$ cat src/rtl/brf_pkg.sv
// ----------------------------------------------------------------------------
// brf_pkg
// Shared types and operation codes for the byte ring FIFO with peek.
// ----------------------------------------------------------------------------
package brf_pkg;

  // Operation codes carried on in_mode.
  localparam logic [1:0] MODE_PUSH  = 2'd0;
  localparam logic [1:0] MODE_POP   = 2'd1;
  localparam logic [1:0] MODE_PEEK  = 2'd2;
  localparam logic [1:0] MODE_CLEAR = 2'd3;

  // Fixed field widths.
  localparam int unsigned CAP_W   = 9;
  localparam int unsigned COUNT_W = 9;
  localparam int unsigned BYTE_W  = 8;

  localparam logic [CAP_W-1:0]   CAP_RESET = 9'd256;
  localparam logic [COUNT_W-1:0] COUNT_MAX = 9'd511;

  // Sequencer states.
  typedef enum logic {
    ST_IDLE,
    ST_READ
  } brf_state_t;

endpackage

$ cat src/rtl/byte_ring_fifo_with_peek.sv
// ----------------------------------------------------------------------------
// byte_ring_fifo_with_peek
// Byte ring FIFO with full flag, peek at an offset and per-transfer beat count.
// ----------------------------------------------------------------------------
// Push, clear, refused: result valid the cycle after accept; next beat waits only on out_stall.
// Accepted pop and peek: next beat held off until the registered read port of
//   the byte store returns (read issued at accept, data captured the next cycle).
// Reset (synchronous, rst_n low): indices, full flag, beat count and output
//   valid clear; capacity returns to 256. Byte store contents are not cleared.
module byte_ring_fifo_with_peek
  import brf_pkg::*;
#(
  parameter int unsigned DEPTH = 256
) (
  input  logic               clk,
  input  logic               rst_n,
  // input beats
  input  logic               in_valid,
  output logic               in_stall,
  input  logic [1:0]         in_mode,
  input  logic [BYTE_W-1:0]  in_data_in,
  input  logic [BYTE_W-1:0]  in_offset,
  input  logic               in_last_of_call,
  // result beats
  output logic               out_valid,
  input  logic               out_stall,
  output logic [BYTE_W-1:0]  out_data_out,
  output logic               out_accepted,
  output logic [COUNT_W-1:0] out_call_count,
  output logic [CAP_W-1:0]   out_occupancy,
  output logic               out_full_res,
  output logic               out_empty_res,
  output logic               out_last,
  // capacity register
  input  logic               cfg_we,
  input  logic [CAP_W-1:0]   cfg_wdata
);

  // AW: store index; CW: holds values up to DEPTH; SW: common compare width.
  localparam int unsigned AW = $clog2(DEPTH);
  localparam int unsigned CW = AW + 1;
  localparam int unsigned SW = (CW > CAP_W) ? CW : CAP_W;
  localparam int unsigned CAP_RST_VAL = (DEPTH < 256) ? DEPTH : 256;
  localparam logic [CW-1:0] CAP_ACT_RST = CW'(CAP_RST_VAL);
  localparam logic [SW-1:0] DEPTH_S     = SW'(DEPTH);

  // Occupancy from indices, full flag and active capacity.
  function automatic logic [CW-1:0] fill_of(
    input logic          full,
    input logic [AW-1:0] widx,
    input logic [AW-1:0] ridx,
    input logic [CW-1:0] cap
  );
    logic [CW-1:0] w;
    logic [CW-1:0] r;
    w = CW'(widx);
    r = CW'(ridx);
    if (full) begin
      return cap;
    end else if (w >= r) begin
      return w - r;
    end else begin
      return w + cap - r;
    end
  endfunction

  // Control state
  brf_state_t         state_r,    state_nxt;
  logic [AW-1:0]      wr_idx_r,   wr_idx_nxt;
  logic [AW-1:0]      rd_idx_r,   rd_idx_nxt;
  logic               full_r,     full_nxt;
  logic [COUNT_W-1:0] count_r,    count_nxt;
  logic [CAP_W-1:0]   capacity_r, capacity_nxt;
  logic [CW-1:0]      cap_act_r,  cap_act_nxt;
  logic               out_valid_r, out_valid_nxt;

  // Result payload
  logic [BYTE_W-1:0]  out_data_r;
  logic               out_acc_r;
  logic [COUNT_W-1:0] out_count_r;
  logic [CAP_W-1:0]   out_occ_r;
  logic               out_full_r;
  logic               out_empty_r;
  logic               out_last_r;

  // Datapath
  logic               in_accept;
  logic               out_free;
  logic               acc;
  logic               rd_pend;
  logic [CW-1:0]      fill_cur;
  logic [CW-1:0]      fill_new;
  logic [CW-1:0]      wr_p1;
  logic [CW-1:0]      rd_p1;
  logic [AW-1:0]      wr_adv;
  logic [AW-1:0]      rd_adv;
  logic [SW-1:0]      pos_sum;
  logic [SW-1:0]      pos_wrap;
  logic [SW-1:0]      cap_clamp;
  logic [COUNT_W-1:0] count_inc;
  logic               ram_we;
  logic               ram_re;
  logic [AW-1:0]      ram_raddr;
  logic [BYTE_W-1:0]  ram_rdata;

  // One byte store; reads and writes happen only at accept, and a read
  // result is taken in the following cycle while input is held off, so a
  // write and a read never touch the store in the same cycle.
  brf_ram #(
    .WIDTH (BYTE_W),
    .DEPTH (DEPTH)
  ) u_store (
    .clk     (clk),
    .wr_en   (ram_we),
    .wr_addr (wr_idx_r),
    .wr_data (in_data_in),
    .rd_en   (ram_re),
    .rd_addr (ram_raddr),
    .rd_data (ram_rdata)
  );

  // Output slot is free when empty or being drained this cycle.
  assign out_free  = !out_valid_r || !out_stall;
  assign in_stall  = (state_r != ST_IDLE) || !out_free;
  assign in_accept = in_valid && !in_stall;

  // Index advance with wrap at the active capacity.
  assign wr_p1  = CW'(wr_idx_r) + CW'(1);
  assign rd_p1  = CW'(rd_idx_r) + CW'(1);
  assign wr_adv = (wr_p1 >= cap_act_r) ? '0 : wr_p1[AW-1:0];
  assign rd_adv = (rd_p1 >= cap_act_r) ? '0 : rd_p1[AW-1:0];

  // Peek position: offset is below occupancy, so one subtract wraps it.
  assign fill_cur = fill_of(full_r, wr_idx_r, rd_idx_r, cap_act_r);
  assign pos_sum  = SW'(rd_idx_r) + SW'(in_offset);
  assign pos_wrap = (pos_sum >= SW'(cap_act_r)) ? pos_sum - SW'(cap_act_r) : pos_sum;

  // Capacity clamp to 1..DEPTH, applied on clear.
  always_comb begin
    if (capacity_r == '0) begin
      cap_clamp = SW'(1);
    end else if (SW'(capacity_r) > DEPTH_S) begin
      cap_clamp = DEPTH_S;
    end else begin
      cap_clamp = SW'(capacity_r);
    end
  end

  // Operation decode, next state and result fields.
  always_comb begin
    state_nxt    = state_r;
    wr_idx_nxt   = wr_idx_r;
    rd_idx_nxt   = rd_idx_r;
    full_nxt     = full_r;
    cap_act_nxt  = cap_act_r;
    capacity_nxt = cfg_we ? cfg_wdata : capacity_r;
    acc          = 1'b0;
    rd_pend      = 1'b0;
    ram_we       = 1'b0;
    ram_re       = 1'b0;
    ram_raddr    = rd_idx_r;

    case (in_mode)
      MODE_PUSH: begin
        if (!full_r) begin
          acc        = 1'b1;
          ram_we     = in_accept;
          wr_idx_nxt = wr_adv;
          // Write index meeting read index fills the ring.
          full_nxt   = (wr_adv == rd_idx_r);
        end
      end
      MODE_POP: begin
        if (full_r || (wr_idx_r != rd_idx_r)) begin
          acc        = 1'b1;
          rd_pend    = 1'b1;
          ram_re     = in_accept;
          rd_idx_nxt = rd_adv;
          full_nxt   = 1'b0;
        end
      end
      MODE_PEEK: begin
        if (SW'(in_offset) < SW'(fill_cur)) begin
          acc       = 1'b1;
          rd_pend   = 1'b1;
          ram_re    = in_accept;
          ram_raddr = pos_wrap[AW-1:0];
        end
      end
      MODE_CLEAR: begin
        wr_idx_nxt  = '0;
        rd_idx_nxt  = '0;
        full_nxt    = 1'b0;
        cap_act_nxt = cap_clamp[CW-1:0];
      end
      default: begin
        acc = 1'b0;
      end
    endcase

    // Drop pointer updates unless the beat is really taken.
    if (!in_accept) begin
      wr_idx_nxt  = wr_idx_r;
      rd_idx_nxt  = rd_idx_r;
      full_nxt    = full_r;
      cap_act_nxt = cap_act_r;
    end

    fill_new  = fill_of(full_nxt, wr_idx_nxt, rd_idx_nxt, cap_act_nxt);
    count_inc = (acc && (count_r < COUNT_MAX)) ? count_r + COUNT_W'(1) : count_r;

    count_nxt = count_r;
    if (in_accept) begin
      count_nxt = in_last_of_call ? '0 : count_inc;
    end

    // Output valid: drain, then load on accept or on returning read data.
    out_valid_nxt = out_valid_r && out_stall;
    if (in_accept) begin
      out_valid_nxt = !rd_pend;
      state_nxt     = rd_pend ? ST_READ : ST_IDLE;
    end else if (state_r == ST_READ) begin
      out_valid_nxt = 1'b1;
      state_nxt     = ST_IDLE;
    end
  end

  always_ff @(posedge clk) begin
    if (!rst_n) begin
      state_r     <= ST_IDLE;
      wr_idx_r    <= '0;
      rd_idx_r    <= '0;
      full_r      <= 1'b0;
      count_r     <= '0;
      capacity_r  <= CAP_RESET;
      cap_act_r   <= CAP_ACT_RST;
      out_valid_r <= 1'b0;
    end else begin
      state_r     <= state_nxt;
      wr_idx_r    <= wr_idx_nxt;
      rd_idx_r    <= rd_idx_nxt;
      full_r      <= full_nxt;
      count_r     <= count_nxt;
      capacity_r  <= capacity_nxt;
      cap_act_r   <= cap_act_nxt;
      out_valid_r <= out_valid_nxt;
    end
  end

  // Result payload: load status on accept, fill in the byte when read data returns.
  always_ff @(posedge clk) begin
    if (in_accept) begin
      out_data_r  <= '0;
      out_acc_r   <= acc;
      out_count_r <= count_inc;
      out_occ_r   <= CAP_W'(fill_new);
      out_full_r  <= full_nxt;
      out_empty_r <= (fill_new == '0);
      out_last_r  <= in_last_of_call;
    end else if (state_r == ST_READ) begin
      out_data_r  <= ram_rdata;
    end
  end

  assign out_valid      = out_valid_r;
  assign out_data_out   = out_data_r;
  assign out_accepted   = out_acc_r;
  assign out_call_count = out_count_r;
  assign out_occupancy  = out_occ_r;
  assign out_full_res   = out_full_r;
  assign out_empty_res  = out_empty_r;
  assign out_last       = out_last_r;

endmodule

$ cat src/rtl/brf_ram.sv
// ----------------------------------------------------------------------------
// brf_ram
// Generic single-write, single-read synchronous RAM with registered read.
// ----------------------------------------------------------------------------
module brf_ram #(
  parameter int unsigned WIDTH = 8,
  parameter int unsigned DEPTH = 256
) (
  input  logic                     clk,
  input  logic                     wr_en,
  input  logic [$clog2(DEPTH)-1:0] wr_addr,
  input  logic [WIDTH-1:0]         wr_data,
  input  logic                     rd_en,
  input  logic [$clog2(DEPTH)-1:0] rd_addr,
  output logic [WIDTH-1:0]         rd_data
);

  logic [WIDTH-1:0] mem [DEPTH];
  logic [WIDTH-1:0] rd_data_r;

  always_ff @(posedge clk) begin
    if (wr_en) begin
      mem[wr_addr] <= wr_data;
    end
    if (rd_en) begin
      rd_data_r <= mem[rd_addr];
    end
  end

  assign rd_data = rd_data_r;

endmodule
$ cat config.mk
export PLATFORM = sky130hd
export DESIGN_NAME = byte_ring_fifo_with_peek
export DESIGN_NICKNAME = d
export VERILOG_FILES = /design/src/rtl/brf_pkg.sv /design/src/rtl/byte_ring_fifo_with_peek.sv /design/src/rtl/brf_ram.sv
export SDC_FILE = /design/constraint.sdc
export NUM_CORES = 2
export LEC_CHECK = 0
export BUFFER_PORTS_ARGS = -buffer_cell sky130_fd_sc_hd__buf_2
export CORE_MARGIN = 2
export CORE_UTILIZATION = 55
export DETAILED_ROUTE_END_ITERATION = 8
export GPL_TIMING_DRIVEN = 0
export PLACE_DENSITY = 0.78
export REMOVE_ABC_BUFFERS = 1
export SLEW_MARGIN = 20
export SYNTH_ARGS = -nofsm -noshare
export SYNTH_HDL_FRONTEND = slang
export SYNTH_SLANG_ARGS = --single-unit
$ cat constraint.sdc
create_clock -name clk -period 10 [get_ports clk]
set_input_delay 2 -clock clk [delete_from_list [all_inputs] [get_ports clk]]
set_output_delay 2 -clock clk [all_outputs]
set_load 0.02 [all_outputs]
==> summary.txt <==
Status
  • Status: complete, no violations

Cells and area
  • Share of cells above drive strength 1: 8.89%
  • Layout fillers: 11,000
  • Area grow syn2layout: 14.1%
  • Nets: 6,924
  • Final instance area: 101,000 um^2
  • Multi-input logic area: 23,300 um^2
  • Fin util: 63.1%
  • FF/Latch Area: 63,500 um^2

Clocking
  • Clock slew at reported path FFs: 60 ps
  • CTS Buffer Depth: 3
  • Hold-fix buffers, CTS: 0
  • Root Buffer: clkbuf_16
  • Total CTS buffers: 204
  • CTS tree: yes
  • CTS Sinks: 2,132
  • Worst-skew pair later-pin latency: 870 ps
  • H-tree depth: 4

GRT
  • Routing usage on met3: 8.22%
  • Vias in the first global route: 57,400
  • GR Util met1: 37.9%
  • Total grt overflow: 0
  • Met2 Use GR: 46.1%
  • First-pass GRT wire length: 363,000 um
  • Largest net degree at the start of global routing: 139
  • GRT busiest layer: met2
  • Overall Global Routing Usage: 29.7%
  • Initial antenna violation count: 13

Pwr
  • Power per Cell Area: 178 nW/um^2
  • Max VDD drop: 195 uV
  • Leakage Power: 0.0341 uW

Timing
  • Max_slew headroom: 15.0%
  • Hold_ws: 491 ps
  • Max Slew Vio Count: 0
  • Worst slew pin tran: 1280 ps
  • Final setup fails: 0
  • Final Hold Fails: 0
  • Fmax: 102 MHz
  • RSZ-0062 raised after global routing: false
  • Crit path time final: 9830 ps
  • Final Cycle Share: 98.3%
  • Setup Skew: 55.7 ps
  • Final worst slack: 173 ps

Synthesis
  • Synth area leaders: edfxtp_1 70%, nand2_1 6.5%, a21oi_1 2.5%
  • Synth warn: 0
  • Yosys top cell area share: 70.4%
  • FF+latch count, synth: 2,132
  • Commonest cells in the netlist: 2,078 x edfxtp_1, 1,544 x nand2_1, 439 x a21oi_1
  • Synth area leader: edfxtp_1
  • Cell variety after synth: 84
  • Avg Inst Size Synth: 13.1 um^2
  • Post-Syn Area: 88,600 um^2
  • Synth Flop Type: edfxtp_1
  • Register area share after synthesis: 71.6%
  • Share of synthesized registers carrying an async set or reset: 0%
  • Cells after Synth: 6,748
  • Number of synthesized flops with an enable pin: 2,078
  • Top-count cell post-synth: edfxtp_1

Worst setup path
  • Startpoint type of the worst setup path: flip-flop
  • Critical path class: reg -> reg
  • R2R cell count: 25
  • Crit end category: flip-flop
  • Critical Path RT: 10,490 ps
  • Worst path max stage delay: 960 ps
  • Most frequent CP cell: buf_16
  • Crit path DAT: 10,320 ps
  • Crit Path Max Fanout: 23
  • Worst path slowest cell: dfxtp_1

Floorplanning
  • I/O pin count: 65
  • Initial cell density of the core: 55.3%
  • FP Rows: 147
  • Chip Height: 405 um
  • Chip Width: 405 um
  • Die Area: 164,000 um^2
  • Core area: 160,000 um^2

Place
  • Port bufs: 64
  • Dpl hpwl: 156,000 um
  • GP Congestion: 0.906
  • DP Worst Slack: -8.56 ps
  • Placed cell area: 94,800 um^2

Route
  • Post-Route WL: 247,000 um
  • Drt first-iter violations: 9,244
  • Post-DR vias/cell: 6.51
  • Drt drc: 0
  • WL/cell: 27.1 um
  • DRT Pass-1 Iters: 9
  • DR vias: 59,400
  • Post-route ant nets: 0

Worst hold path
  • Worst hold path class: reg -> reg
  • Hold Path Cell Cnt: 2

Run
  • Max-cap viol count: 0
[flip-flops by register name, indices dropped and copies added, names as in the netlist, 8 cells and up]
| name | count |
|---|---|
| cap_act_r | 9 |
| rd_idx_r | 8 |
| u_store.rd_data | 8 |
| out_occupancy | 9 |
| count_r | 9 |
| u_store.mem | 2048 |
| wr_idx_r | 8 |
| out_data_out | 8 |
| capacity_r | 9 |
| out_call_count | 9 |
[layer usage]
metal  vias up  part of all wire [%]  routed length (um)
met5         -                 0.038                  94
met2      4269                    46              114000
met1     29000                    35               86600
met3       805                    13               31400
li1      25300                     -                   -
met4        14                   6.2               15200
[cell type report]
class | instances | area share (%)
Sequential cell | 2132 | 62.8
Multi-Input combinational cell | 4108 | 23.0
Clock buffer | 258 | 5.27
Timing Repair Buffer | 251 | 4.99
Tap cell | 2160 | 2.67
Clock inverter | 116 | 0.951
Inverter | 87 | 0.327
Antenna cell | 2 | 0.00495
[worst paths after layout]
kind	from	end	slack, ps
worst max-delay path	rd_idx_r[3]$_SDFF_PN0_	u_store.rd_data[3]$_DFFE_PP_	170
worst min-delay path	out_data_out[6]$_SDFFE_PP0P_	out_data_out[6]$_SDFFE_PP0P_	490
worst max register to register	rd_idx_r[3]$_SDFF_PN0_	u_store.rd_data[3]$_DFFE_PP_	170
worst min register to register	out_data_out[6]$_SDFFE_PP0P_	out_data_out[6]$_SDFFE_PP0P_	490
[per-stage QoR]
step / power [uW] / TNS (ps) / cells
5_1_grt: 18400 / 0 / 9112
3_3_place_gp: 11100 / -355320 / 8551
4_1_cts: 18000 / 0 / 9109
2_1_floorplan: 10600 / -151700 / 6327
6_report: 18000 / 0 / 9114
3_5_place_dp: 10800 / -8.56 / 8735
[layout by cell type, fill, tap and decap left out, types with 26 or more instances in the layout]
master / n
o221ai_1: 35
o21ai_0: 77
nand3_1: 377
clkbuf_16: 205
a221oi_1: 26
nand4_1: 63
clkbuf_1: 53
mux2i_1: 201
xnor2_1: 34
buf_16: 148
nor2_1: 363
a22oi_1: 108
nor2b_1: 39
a32oi_1: 138
ha_1: 87
dfxtp_1: 53
o211ai_1: 49
edfxtp_1: 2078
inv_1: 83
o2111ai_1: 32
clkinv_1: 58
nand2_1: 1526
a31oi_1: 105
buf_2: 61
clkinv_2: 31
a21oi_1: 439
[report_power, final]
part | switching [uW] | total [uW] | internal [uW]
sequential | 6.78 | 9810 | 9810
combinational | 576 | 860 | 284
clock | 3340 | 7350 | 4010
[critical path: cells and delay by family, from the launching register on]
kind | cells | cell delay (ps)
AO/OA/AOI/OAI | 10 | 3060
flip-flops | 1 | 960
buffers and inverters | 5 | 1310
AND/OR/NAND/NOR | 8 | 3140
adder cells (fa/ha/maj) | 2 | 910
[kinds of logic after synthesis]
family	share of synthesized area, %
AND/OR/NAND/NOR	11.8
flip-flops	71.6
AO/OA/AOI/OAI	9.17
buffers and inverters	2.55
multiplexers	2.66
adder cells (fa/ha/maj)	1.68
XOR/XNOR	0.494
[what timing repair did]
item,CTS,global route
gates resized for setup,0,2
endpoints found under the setup margin,0,2
setup buffers,0,3
No activity file was read; power rests on OpenSTA's default activity.
